$ cat src/hdl/assert_macros.svh
// ----------------------------------------------------------------------------
// assert_macros
// assertion helpers included by the top rtl file, compiled out for synthesis
// ----------------------------------------------------------------------------
`ifndef ASSERT_MACROS_SVH
`define ASSERT_MACROS_SVH

`ifndef SYNTHESIS

// checked only while out of reset
`define PMI_ASSERT(label, clk, rst_n, prop) \
    label: assert property (@(posedge clk) disable iff (!rst_n) prop) \
        else $error("pmi assertion failed");

// checked at every edge, reset included
`define PMI_ASSERT_ALWAYS(label, clk, prop) \
    label: assert property (@(posedge clk) prop) \
        else $error("pmi assertion failed");

`else

`define PMI_ASSERT(label, clk, rst_n, prop)
`define PMI_ASSERT_ALWAYS(label, clk, prop)

`endif

`endif

$ cat src/hdl/pmi_ram.sv
// ----------------------------------------------------------------------------
// pmi_ram
// simple dual port ram, one write port, one registered read port
// ----------------------------------------------------------------------------
module pmi_ram #(
    parameter int WIDTH = 8,
    parameter int DEPTH = 256
) (
    input  logic                     i_clk,
    input  logic                     i_we,
    input  logic [$clog2(DEPTH)-1:0] i_waddr,
    input  logic [WIDTH-1:0]         i_wdata,
    input  logic [$clog2(DEPTH)-1:0] i_raddr,
    output logic [WIDTH-1:0]         o_rdata
);

    logic [WIDTH-1:0] r_mem [DEPTH];
    logic [WIDTH-1:0] r_rdata;

    always_ff @(posedge i_clk) begin
        if (i_we) begin
            r_mem[i_waddr] <= i_wdata;
        end
        r_rdata <= r_mem[i_raddr];
    end

    assign o_rdata = r_rdata;

endmodule

$ cat config.mk
export PLATFORM = sky130hd
export DESIGN_NAME = pmi_ram
export DESIGN_NICKNAME = d
export VERILOG_FILES = /design/src/hdl/assert_macros.svh /design/src/hdl/pmi_ram.sv
export SDC_FILE = /design/constraint.sdc
export NUM_CORES = 2
export LEC_CHECK = 0
export BUFFER_PORTS_ARGS = -buffer_cell sky130_fd_sc_hd__buf_2
export CAP_MARGIN = 20
export CORE_ASPECT_RATIO = 0.7
export CORE_MARGIN = 2
export CORE_UTILIZATION = 35
export DETAILED_ROUTE_END_ITERATION = 10
export GPL_ROUTABILITY_DRIVEN = 1
export GPL_TIMING_DRIVEN = 1
export SYNTH_ARGS = -nofsm -noshare
export SYNTH_HDL_FRONTEND = slang
export SYNTH_SLANG_ARGS = --single-unit
$ cat constraint.sdc
create_clock -name i_clk -period 2.4 [get_ports i_clk]
set_input_delay 0.6 -clock i_clk [delete_from_list [all_inputs] [get_ports i_clk]]
set_output_delay 0.6 -clock i_clk [all_outputs]
set_load 0.05 [all_outputs]
==> results_dict.tcl <==
set metrics [dict create \
    status "complete, but fails checks" \
    violations "negative setup slack" \
    async_flop_share_pct 0 \
    clk_latency_ns 0.86 \
    synth_ff_type "edfxtp_1" \
    grt.busiest_layer "met1" \
    nFillCells 19696 \
    cap_viol_max_count 0 \
    pre_cts_ws_ns -1.190 \
    vias 42109 \
    grt_pass1_wl_um 308400 \
    finalHoldViolations 0 \
    die_h_um 402.9 \
    r2r-end "o_rdata[5]" \
    numCtsBuffers 191 \
    grt_pass1_vias 40821 \
    tritoncts "done" \
    synth_area_sq_um 79560 \
    grt_max_degree 106 \
    holdWs_ns 0.07747 \
    grt_setup_unrepaired "false" \
    worstSetupPathType "input port to flip-flop" \
    gp_congestion 0.8727 \
    drc_errors 0 \
    overflow 0 \
    h-tree-depth 4 \
    ff2ff_setup_slack_ns 0.08 \
    utilization_pct 42.31 \
    power_density_nw_per_um2 773.0 \
    clk_root_buffer_cell "clkbuf_16" \
    io_buffers 33 \
    clk_pin_slew_worst_paths_ns 0.07 \
    wl_per_cell_um 28.32 \
    min_period_ns 2.400 \
    area_growth_pct 20.26 \
    die-area_sq_um 231200 \
    clock_path_buffers 4 \
    ys_top_cells_by_area "edfxtp_1, mux4_2, mux2i_1, nor2_1, a22oi_1" \
    start_util_pct 35.18 \
    via_per_inst 5.462 \
    clockPowerShare_pct 40.2 \
    synth_edf_count 2048 \
    drt_iter0_drc 5626 \
    clkSinkCount 2056 \
    cp.arrival_ns 3.12 \
    ys_types 55 \
    use_met2_pct 25.57 \
    synth_top_area_share_pct 77.30 \
    power_mw 73.96 \
    cp-start-kind "input port" \
    boundaryPins 34 \
    clock.fmax_ghz 0.4167 \
    layout-drive-gt1-share_pct 33.81 \
    p_leak_nw 30.87 \
    r2r_cells 7 \
    synth_top_area_cell "edfxtp_1" \
    crit_path_end_kind "flip-flop" \
    dp_hpwl_um 144900 \
    fin_nets 4547 \
    num_rows 146 \
    tightestPinTransition_ns 1.068 \
    timing.final.max_slew_violations 0 \
    combPwrFrac_pct 6.2 \
    period_share_pct 100.0 \
    seqCellArea_sq_um 61660 \
    avgSynthCellArea_sq_um 21.31 \
    syn_nets 3759 \
    grt.met3_usage_pct 4.936 \
    clock_skew_ns 0.07165 \
    required_ns 3.12 \
    synthCells 3733 \
    ys_ff_latch 2056 \
    swShare_pct 21.66 \
    pwr-share-seq_pct 53.6 \
    tns_ns -0.00005840 \
    grt_use_total_pct 18.55 \
    r2r-start "r_mem[27][5]" \
    cts_setup_buffers 0 \
    timing.critical_path.from "i_raddr[0]" \
    antenna_found_initial 13 \
    vdd_drop_max_uv 592.0 \
    ys_seq_area_share_pct 77.50 \
    endpoint "o_rdata[5]" \
    min_path_type "input port to flip-flop" \
    dieWidth_um 573.8 \
    worst_slack_ns -0.00005840 \
    power.switching_mw 16.02 \
    p_int_mw 57.94 \
    firstDrtPassIters 5 \
    met1_usage_pct 29.40 \
    finalSetupViolCount 1 \
    core_sq_um 226200 \
    multi_input_area_sq_um 16630 \
    ant_nets 0 \
    slew_headroom_pct 28.51 \
    cp_max_fo 18 \
    wirelength_um 218300 \
    yosys_warnings 0 \
]
## worst min-delay path by stage
stage / startpoint / endpoint / cells after the start
after floorplan: i_wdata[0] / r_mem[0][0] / 0
after global placement: i_wdata[2] / r_mem[71][2] / 1
after detailed placement: i_wdata[2] / r_mem[71][2] / 1
after CTS: i_wdata[2] / r_mem[71][2] / 1
after global routing: i_wdata[2] / r_mem[71][2] / 1
final: i_wdata[2] / r_mem[71][2] / 1
## power by group through the flow
stage          clock network [mW]  registers [mW]  logic [mW]
6_report                     29.7            39.6        4.59
5_1_grt                      31.6            39.6        4.81
4_1_cts                      30.2            39.6        4.57
3_5_place_dp                    0            40.4        4.54
3_3_place_gp                    0            40.4        4.50
2_1_floorplan                   0            40.5        1.98
## per-layer routing
layer,part of all wire (%),wire length (um)
met1,45,99160
met2,42,91070
met3,11,24480
met4,1.7,3636
met5,0,0
## final cells by class
cell class                 instances  share of cell area, %
clock buffer                     235                  5.232
antenna                            8                0.02092
inverter                           2               0.007846
tap                             3034                  3.968
clock inverter                   104                  1.012
multi-input combinational       1442                  17.38
timing repair buffer             828                  7.934
sequential                      2056                  64.45
## critical path, cell delays in order
cell and delay [ns]:
buf_8 0.20, buf_12 0.21, buf_12 0.19, buf_4 0.16, mux2i_1 0.18, o221ai_1 0.15
buf_4 0.18, a21oi_1 0.50, o32ai_1 0.20, buf_4 0.17, nor3_1 0.20, nor4_1 0.10
## cells by family after synthesis
group	Yosys count	synth area share, %
AO/OA/AOI/OAI	385	3.419
AND/OR/NAND/NOR	466	2.628
buffers and inverters	235	1.831
flip-flops	2056	77.50
multiplexers	591	14.62
## through the flow
stage,cell area (sq um),cells
CTS,95580,7700
detailed placement,89540,7361
global placement,89540,7360
global route,95660,7702
floorplan,79840,3733
finish,95680,7709
## repair_timing
item / in CTS / in global routing
hold buffers: 0 / 0
setup endpoints to repair: 6 / 8
pin swaps: 0 / 0
gates resized for setup: 11 / 13
## placed cells by master, fill, tap and decap left out, drive strengths merged, types with 4 or more instances in the layout
cell type,instances
edfxtp,2048
buf,824
mux4,456
nor2,282
clkbuf,239
mux2i,134
a22oi,133
a21oi,96
clkinv,78
o221ai,47
nand3,34
nand2,33
nor2b,31
o22ai,28
nor4,27
nor3,22
bufinv,16
a211oi,16
a221oi,14
o21ai,12
nand4,10
o211ai,10
diode,8
nand2b,8
a22o,8
dfxtp,8
clkinvlp,6
and2,6
inv,6
o22a,5
o32ai,5
a2111oi,5
or2,4
## state kept, by name, indices dropped and copies added, names as in the netlist
name and flops:
o_rdata 8, r_mem 2048
## cells in the mapped netlist, types with 8 or more instances
cell	count
a22oi_1	133
nand2_1	33
o21ai_0	10
nand3_1	34
nor4_1	24
a221oi_1	13
a22o_1	8
nand2b_1	8
buf_4	27
dfxtp_1	8
nor3_1	22
clkbuf_1	111
edfxtp_1	2048
buf_1	22
mux2i_1	134
buf_6	21
o22ai_1	28
o211ai_1	10
a211oi_1	16
mux4_2	454
buf_8	13
nor2_1	282
o221ai_1	46
nand4_1	10
nor2b_1	31
buf_2	31
buf_12	8
a21oi_1	96
Power figures use the tool's default switching activity.
