`src/hdl/assert_macros.svh`:
```
// ----------------------------------------------------------------------------
// assert_macros
// assertion helpers included by the top rtl file, compiled out for synthesis
// ----------------------------------------------------------------------------
`ifndef ASSERT_MACROS_SVH
`define ASSERT_MACROS_SVH

`ifndef SYNTHESIS

// checked only while out of reset
`define PMI_ASSERT(label, clk, rst_n, prop) \
    label: assert property (@(posedge clk) disable iff (!rst_n) prop) \
        else $error("pmi assertion failed");

// checked at every edge, reset included
`define PMI_ASSERT_ALWAYS(label, clk, prop) \
    label: assert property (@(posedge clk) prop) \
        else $error("pmi assertion failed");

`else

`define PMI_ASSERT(label, clk, rst_n, prop)
`define PMI_ASSERT_ALWAYS(label, clk, prop)

`endif

`endif

```
`src/hdl/pmi_pkg.sv`:
```
// ----------------------------------------------------------------------------
// pmi_pkg
// shared types for the palindrome insertion-count block
// ----------------------------------------------------------------------------
package pmi_pkg;

    typedef enum logic [1:0] {
        S_IDLE,
        S_RUN,
        S_DRAIN,
        S_DONE
    } t_state;

    // one table read issued to the memories
    typedef struct packed {
        logic valid;    // read issued this cycle
        logic live;     // a cell completes when the data returns
        logic gap_one;  // first diagonal: previous diagonal reads as zero
        logic gap_two;  // second diagonal: diagonal two back reads as zero
        logic wsel;     // diagonal bank written by this gap
    } t_issue;

    // write back of one cell
    typedef struct packed {
        logic we;
        logic sel;
    } t_wr;

endpackage

```
`src/hdl/pmi_cell.sv`:
```
// ----------------------------------------------------------------------------
// pmi_cell
// evaluates one interval cell from the returned memory data
// ----------------------------------------------------------------------------
module pmi_cell #(
    parameter int MAX_LEN = 256
) (
    input  logic                       i_clk,
    input  logic                       i_rst_n,
    input  pmi_pkg::t_issue            i_issue,
    input  logic [$clog2(MAX_LEN)-1:0] i_waddr,
    input  logic [7:0]                 i_char_a,
    input  logic [7:0]                 i_char_b,
    input  logic [$clog2(MAX_LEN)-1:0] i_ram0_q,
    input  logic [$clog2(MAX_LEN)-1:0] i_ram1_q,
    output pmi_pkg::t_wr               o_wr,
    output logic [$clog2(MAX_LEN)-1:0] o_waddr,
    output logic [$clog2(MAX_LEN)-1:0] o_wdata
);

    localparam int AW = $clog2(MAX_LEN);
    localparam int DW = $clog2(MAX_LEN);

    pmi_pkg::t_issue r_issue;
    logic [AW-1:0]   r_waddr;
    logic [DW-1:0]   r_prev;
    logic [DW-1:0]   newer_q;
    logic [DW-1:0]   older_q;
    logic [DW-1:0]   min_q;

    always_ff @(posedge i_clk) begin
        if (!i_rst_n) begin
            r_issue <= '0;
        end else begin
            r_issue <= i_issue;
        end
    end

    always_ff @(posedge i_clk) begin
        r_waddr <= i_waddr;
        if (r_issue.valid) begin
            r_prev <= newer_q;
        end
    end

    // diagonals not yet written stand for the all-zero start
    always_comb begin
        newer_q = r_issue.gap_one ? '0 : (r_issue.wsel ? i_ram0_q : i_ram1_q);
        older_q = (r_issue.gap_one || r_issue.gap_two) ? '0
                : (r_issue.wsel ? i_ram1_q : i_ram0_q);
        min_q   = (newer_q < r_prev) ? newer_q : r_prev;
        o_wdata = (i_char_a == i_char_b) ? older_q : DW'(min_q + 1'b1);
        o_wr.we  = r_issue.valid && r_issue.live;
        o_wr.sel = r_issue.wsel;
        o_waddr  = r_waddr;
    end

endmodule

```
`config.mk`:
```
export PLATFORM = sky130hd
export DESIGN_NAME = pmi_cell
export DESIGN_NICKNAME = d
export VERILOG_FILES = /design/src/hdl/assert_macros.svh /design/src/hdl/pmi_pkg.sv /design/src/hdl/pmi_cell.sv
export SDC_FILE = /design/constraint.sdc
export NUM_CORES = 1
export LEC_CHECK = 0
export ABC_AREA = 1
export BUFFER_PORTS_ARGS = -buffer_cell sky130_fd_sc_hd__buf_4
export CAP_MARGIN = 20
export CORE_MARGIN = 2
export CORE_UTILIZATION = 42
export DETAILED_ROUTE_END_ITERATION = 16
export HOLD_SLACK_MARGIN = 0.08
export PLACE_DENSITY = 0.72
export REMOVE_ABC_BUFFERS = 1
export SYNTH_ARGS = -nofsm -noshare
export SYNTH_HDL_FRONTEND = slang
export SYNTH_SLANG_ARGS = --single-unit
```
`constraint.sdc`:
```
create_clock -name i_clk -period 2.4 [get_ports i_clk]
set_input_delay 0 -clock i_clk [delete_from_list [all_inputs] [get_ports i_clk]]
set_output_delay 0 -clock i_clk [all_outputs]
set_load 0.005 [all_outputs]
```
==> impl_metrics.toml, run 1 <==
[run_status]
run_status = "finished, violations left"
violations = "setup timing"

[power_and_ir_drop]
vdd.ir_drop.worst_mv = 0.502
total_power_mw = 1.13
cellPowerDensity_nw_per_um2 = 422
leakagePower_nw = 1.35

[worst_setup_path]
critical_path_cell_list = "inv_6 -> buf_6 -> nor2_2 -> nor2_1 -> ha_1 -> a21oi_2 -> nor2_2 -> a211oi_4 -> buf_4 -> nand3_2 -> nand2_4 -> buf_6 -> inv_2 -> nor2_4 -> nand2_1 -> nand2_1 -> nand3_1 -> nand2_1 -> buf_4"
crit_type = "reg2out"
timing.critical_path.arrival_ps = 2880
cp_data_required_time_ps = 2400
ff_to_ff_end = "r_prev[5]"
crit_buf_inv = 6
endpoint_kind_of_the_worst_setup_timing_path = "output port"
worst_path_dominant_cell_family = "simple AND/OR/NAND/NOR gates"
crit_path_top_delay_cell = "dfxtp_4"
cp_slowest_stage_delay_ps = 420
worst_setup_start_kind = "flop"
reg2reg_slack_ps = 650
r2r.worst_path.cells = 10
cell_type_with_the_highest_occurrence_count_on_the_critical_path = "nand2_1"
crit-reg2reg-launch = "o_wr[0]"
crit_path_max_fanout = 6

[clock_network]
cts_tree = "built"
numCtsBuffers = 3
cts.clk_slew.worst_paths_ps = 120
clk_path_buf_depth = 2
cts.root.buffer_cell = "clkbuf_4"
clock_sinks = 21
worst_skew_pair.late_latency_ps = 300
cts.htree.levels = 1

[synthesis]
seq_area_frac_synth_pct = 34.8
synth_cells = 195
synth.cell_area_um2 = 1440
post_synth.cell_area_avg_um2 = 7.37
yosysUniqueCellTypes = 28
ys_ff_latch = 21
count_of_yosys_warnings_during_synthesis = 0

[timing]
grt_setup_unrepaired = "true"
report.final.hold_viol_count = 0
report.final.slew_viol_count = 0
finalSetupViolations = 8
fmaxAchievable_mhz = 348
skew_ps = 3.70
timing.final.crit_period_ps = 2880
finalCritPeriodShare_pct = 120
worst_pin_slew_ps = 437
headroom_to_the_max_slew_limit_pct = 70.8
final.hold.worst_slack_ps = 141
fin_ws_ps = -477
setup_tns_ps = -3190

[routing]
drt-wirelength-per-cell_um = 14.9
ant_nets = 0
first_iter_violations = 69
drt-vias-per-instance = 4.95
dr.pass1.iters = 4
wire_length_reported_by_the_detailed_router_mm = 5.37
drc_errors = 0
dr_total_vias = 1781

[worst_hold_path]
min_to = "r_prev[0]"
min-delay-start = "i_ram1_q[0]"
min_path_type = "in2reg"
min_path_cells = 5

[floorplan]
core.rowCount = 21
floorplan.initialDensity_pct = 43.4
fp.dieW_um = 62.5
die-area_um2 = 3910
die_h_um = 62.5
design.portCount = 65
design.core.area_um2 = 3310

[place]
place.port_buffers = 64
hpwlAfterDp_mm = 3.05
gp_routability_congestion = 0.836

[job]
max_cap_violations = 0

[global_route]
grt.overflow.total = 0
grt_pass1_wl_mm = 7.35
antenna_found_initial = 0
grt_start_max_net_pins = 13
grt.total_usage_pct = 22.9
grt_pass1_vias = 1752

[layout]
fill_cells = 223
drive_gt1_share_pct = 50.0
antenna_cells_inserted = 0
area_delta_synth_final_pct = 85.9
nets = 370
==> worst min-delay path, cell delays in order <==
cell and delay [ps]:
buf_4 80, inv_1 50, nand2_2 70, nand3_2 60, inv_1 80
==> metrics by stage <==
stage | setup slack, ps | std cells | area, µm² | util [%]
5_1_grt | -623 | 360 | 2670 | 80.7
3_5_place_dp | -85.2 | 325 | 2130 | 64.3
2_1_floorplan | -254 | 191 | 1410 | -
4_1_cts | -306 | 355 | 2490 | 75.4
6_report | -477 | 360 | 2670 | 80.7
3_3_place_gp | -30.7 | 325 | 2130 | 64.3
==> synth_stat cells, drive strengths merged <==
library cell,n,area share [%]
nand2,53,17
inv,29,7.7
nor2,23,6.4
nand3,16,6.3
o21ai,15,5.2
dfxtp,13,18
edfxtp,8,17
ha,8,7.0
xor2,8,4.9
a21oi,7,2.4
buf,3,1.7
o211ai,3,1.6
nor4,2,0.87
o21bai,2,1.0
o22ai,2,0.87
a211oi,1,1.4
clkbuf,1,0.26
xnor2,1,0.61
==> metal layers <==
metal	global-route usage [%]	wire length [µm]
met1	26.9	2060
met2	44.5	2920
met3	3.06	229
met4	3.89	152
met5	0	0
==> worst max-delay path by stage <==
stage / from / end / slack, ps / cells past startpoint
finish: o_wr[0] / o_wdata[7] / -480 / 19
global route: o_wr[0] / o_wdata[7] / -620 / 19
CTS: o_wr[0] / o_wdata[6] / -310 / 17
detailed placement: o_wr[0] / o_wdata[6] / -90 / 18
global placement: r_issue[2] / o_wdata[4] / -30 / 16
floorplan: o_wr[0] / o_wdata[4] / -250 / 14
==> what timing repair did <==
action	4_1_cts	5_1_grt
hold buffers	18	0
setup endpoints to repair	8	8
pin swaps	13	21
endpoints found under the hold margin	13	0
gates resized for setup	30	35
setup buffers	8	5
==> report_power, final <==
part	internal, mW	switching [mW]
clock	0.0621	0.113
combinational	0.292	0.261
sequential	0.387	0.0108
==> area by class of cell <==
class	count	area [µm²]	area share (%)
Clock inverter	1	5.00	0.187
Tap cell	46	57.6	2.15
Clock buffer	3	22.5	0.843
Multi-Input combinational cell	141	1010	37.7
Timing Repair Buffer	119	961	36.0
Sequential cell	21	504	18.9
Inverter	29	114	4.26
==> flip-flops by register name, indices dropped and copies added, names as in the netlist <==
register  count
o_wr          1
o_waddr       8
r_prev        8
r_issue       4
==> cells by family after synthesis <==
group,Yosys count,share of synthesized area (%)
AND/OR/NAND/NOR,94,30.5
buffers and inverters,33,9.66
AO/OA/AOI/OAI,30,12.5
flip-flops,21,34.8
XOR/XNOR,9,5.48
adder cells (fa/ha/maj),8,6.96
==> cells in the final DEF, fill, tap and decap left out, drive strengths merged <==
master | netlist | layout
dlygate4sd3 | 0 | 18
nor2 | 23 | 23
o22ai | 2 | 2
o21bai | 2 | 2
edfxtp | 8 | 8
buf | 3 | 101
xor2 | 8 | 8
ha | 8 | 8
o21ai | 15 | 15
nand2 | 53 | 53
a21oi | 7 | 7
xnor2 | 1 | 1
nor4 | 2 | 2
clkbuf | 1 | 3
a211oi | 1 | 1
clkinv | 0 | 1
nand3 | 16 | 16
o211ai | 3 | 3
inv | 29 | 29
dfxtp | 13 | 13
Note: power is estimated with default switching activity, not from simulation.
==> run 2, diff against run 1 <==
- CORE_UTILIZATION: 42 -> 47
- PLACE_DENSITY: 0.72 -> 0.76
- clock period: 2.4 -> 2.7 ns (I/O delays scaled with it)
==> run 2 against run 1 <==
Effect of this change: the flow still finishes with violations (setup timing); die area decreased by 10%; global-route usage increased by 10 points; final area increased by 2.9%; sequential power decreased by 10%; register-to-register slack got worse by 20 ps; power decreased by 5.2%; final cell count decreased by 2.8%; highest routed layer unchanged.
==> impl_metrics.toml, run 2 (same netlist as run 1, synthesis figures left out) <==
[worst_setup_path]
worst_path_dominant_cell_family = "simple AND/OR/NAND/NOR gates"
crit_type = "reg2out"
endpoint_kind_of_the_worst_setup_timing_path = "output port"
cp_data_required_time_ps = 2700
timing.critical_path.arrival_ps = 3010
critical_path_cell_list = "buf_6 -> inv_4 -> nor2_1 -> nor2_1 -> ha_1 -> nand2_1 -> nor2_1 -> nand2_4 -> nand2_8 -> nand2_4 -> nand2_4 -> ha_4 -> nand3_4 -> nor2_4 -> nor2_4 -> a21oi_2 -> buf_4"
crit_path_max_fanout = 7
crit_path_top_delay_cell = "dfxtp_4"
crit_buf_inv = 3
cp_slowest_stage_delay_ps = 430
worst_setup_start_kind = "flop"

[timing]
headroom_to_the_max_slew_limit_pct = 66.1
finalSetupViolations = 7
fin_ws_ps = -309
report.final.hold_viol_count = 0
report.final.slew_viol_count = 0
skew_ps = 12.2
timing.final.crit_period_ps = 3010
fmaxAchievable_mhz = 332
final.hold.worst_slack_ps = 153
worst_pin_slew_ps = 508
grt_setup_unrepaired = "true"
finalCritPeriodShare_pct = 111

[place]
hpwlAfterDp_mm = 3.00
dpl-instance-area_um2 = 1980
place.port_buffers = 64
gp_routability_congestion = 0.852

[routing]
dr.pass1.iters = 5
drc_errors = 0
drt-vias-per-instance = 5.98
first_iter_violations = 264
dr_total_vias = 2092
drt-wirelength-per-cell_um = 21.2
wire_length_reported_by_the_detailed_router_mm = 7.42
ant_nets = 0

[job]
max_cap_violations = 0

[clock_network]
numCtsBuffers = 3
clk_path_buf_depth = 2
cts_tree = "built"
clock_sinks = 21
cts.htree.levels = 1
cts.clk_slew.worst_paths_ps = 140
cts.root.buffer_cell = "clkbuf_4"
worst_skew_pair.late_latency_ps = 330

[global_route]
grt.overflow.total = 0
grt_pass1_wl_mm = 8.77
antenna_found_initial = 0
grt_start_max_net_pins = 14
grt_pass1_vias = 1933
grt.total_usage_pct = 33.3

[power_and_ir_drop]
vdd.ir_drop.worst_mv = 0.345
cellPowerDensity_nw_per_um2 = 388
leakagePower_nw = 1.38

[layout]
final_core_utilization_pct = 92.4
layout_commonest_cell = "buf_4"
drive_gt1_share_pct = 51.4
nets = 373
area_delta_synth_final_pct = 91.4
antenna_cells_inserted = 0
final_cell_mix = "97 x buf_4, 34 x nand2_1, 26 x inv_1, 18 x dlygate4sd3_1, 15 x nor2_1"
post-route-cell-area_um2 = 2750

[run_status]
run_status = "finished, violations left"
violations = "setup timing"

[floorplan]
floorplan.initialDensity_pct = 48.3
design.core.area_um2 = 2980
fp.dieW_um = 59.3
core.rowCount = 20
die-area_um2 = 3520
design.portCount = 65
die_h_um = 59.3

[worst_hold_path]
min_path_type = "in2reg"
==> run 2: cell types whose count changed in the layout (fill, tap and decap cells not counted), sizes merged <==
| cell | before | now |
|---|---|---|
| buf | 101 | 102 |
| inv | 29 | 30 |
| nand2 | 53 | 54 |
==> run 2: path summary, 6_finish.rpt <==
path | start | to | slack, ps | depth (start not counted)
worst max-delay path | o_wr[0] | o_wdata[4] | -310 | 17
worst min-delay path | i_ram1_q[2] | r_prev[2] | 150 | 3
worst max register to register | o_wr[0] | r_prev[5] | 630 | 12
worst min register to register | r_issue[4] | r_prev[4] | 720 | 0
==> run 2: power by group <==
| group | switching, mW | total, mW | internal [mW] |
|---|---|---|---|
| clock network | 0.116 | 0.174 | 0.0579 |
| logic | 0.274 | 0.538 | 0.264 |
| registers | 0.0121 | 0.357 | 0.344 |
==> run 2: what timing repair did <==
action                     in CTS  in global routing
setup endpoints to repair       7                  7
buffers inserted               24                  8
resized for setup              43                 34
hold endpoints to repair       13                  0
hold buffers                   18                  0
cloned                          1                  1
pin swaps                      25                 27
==> run 2: cell type report <==
type	count	area [µm²]
Multi-Input combinational cell	142	1080
Timing Repair Buffer	120	965
Sequential cell	21	505
Fill cell	102	226
Inverter	29	121
Tap cell	33	41.3
Clock buffer	3	22.5
Clock inverter	1	6.26
Timing Repair inverter	1	6.26
==> run 2: through the flow <==
step                cells  total power [mW]  TNS (ps)  worst slack, ps
finish                350              1.07     -1460             -309
global route          350              1.10     -2150             -391
CTS                   341             0.943      -126            -34.5
detailed placement    294             0.666     -14.1            -14.1
global placement      294             0.658         0             84.4
floorplan             191             0.517         0             46.4
==> run 2: metal layers <==
layer / track usage, % / vias to the layer above / wire length, µm
li1: - / 879 / -
met1: 36.6 / 944 / 2580
met2: 60.9 / 206 / 3440
met3: 7.42 / 63 / 840
met4: 13.6 / 0 / 555
met5: 0 / - / 0
==> run 2: tightest hold or removal path, stage by stage <==
cell and delay [ps]:
buf_4 110, inv_1 110, a21oi_4 100
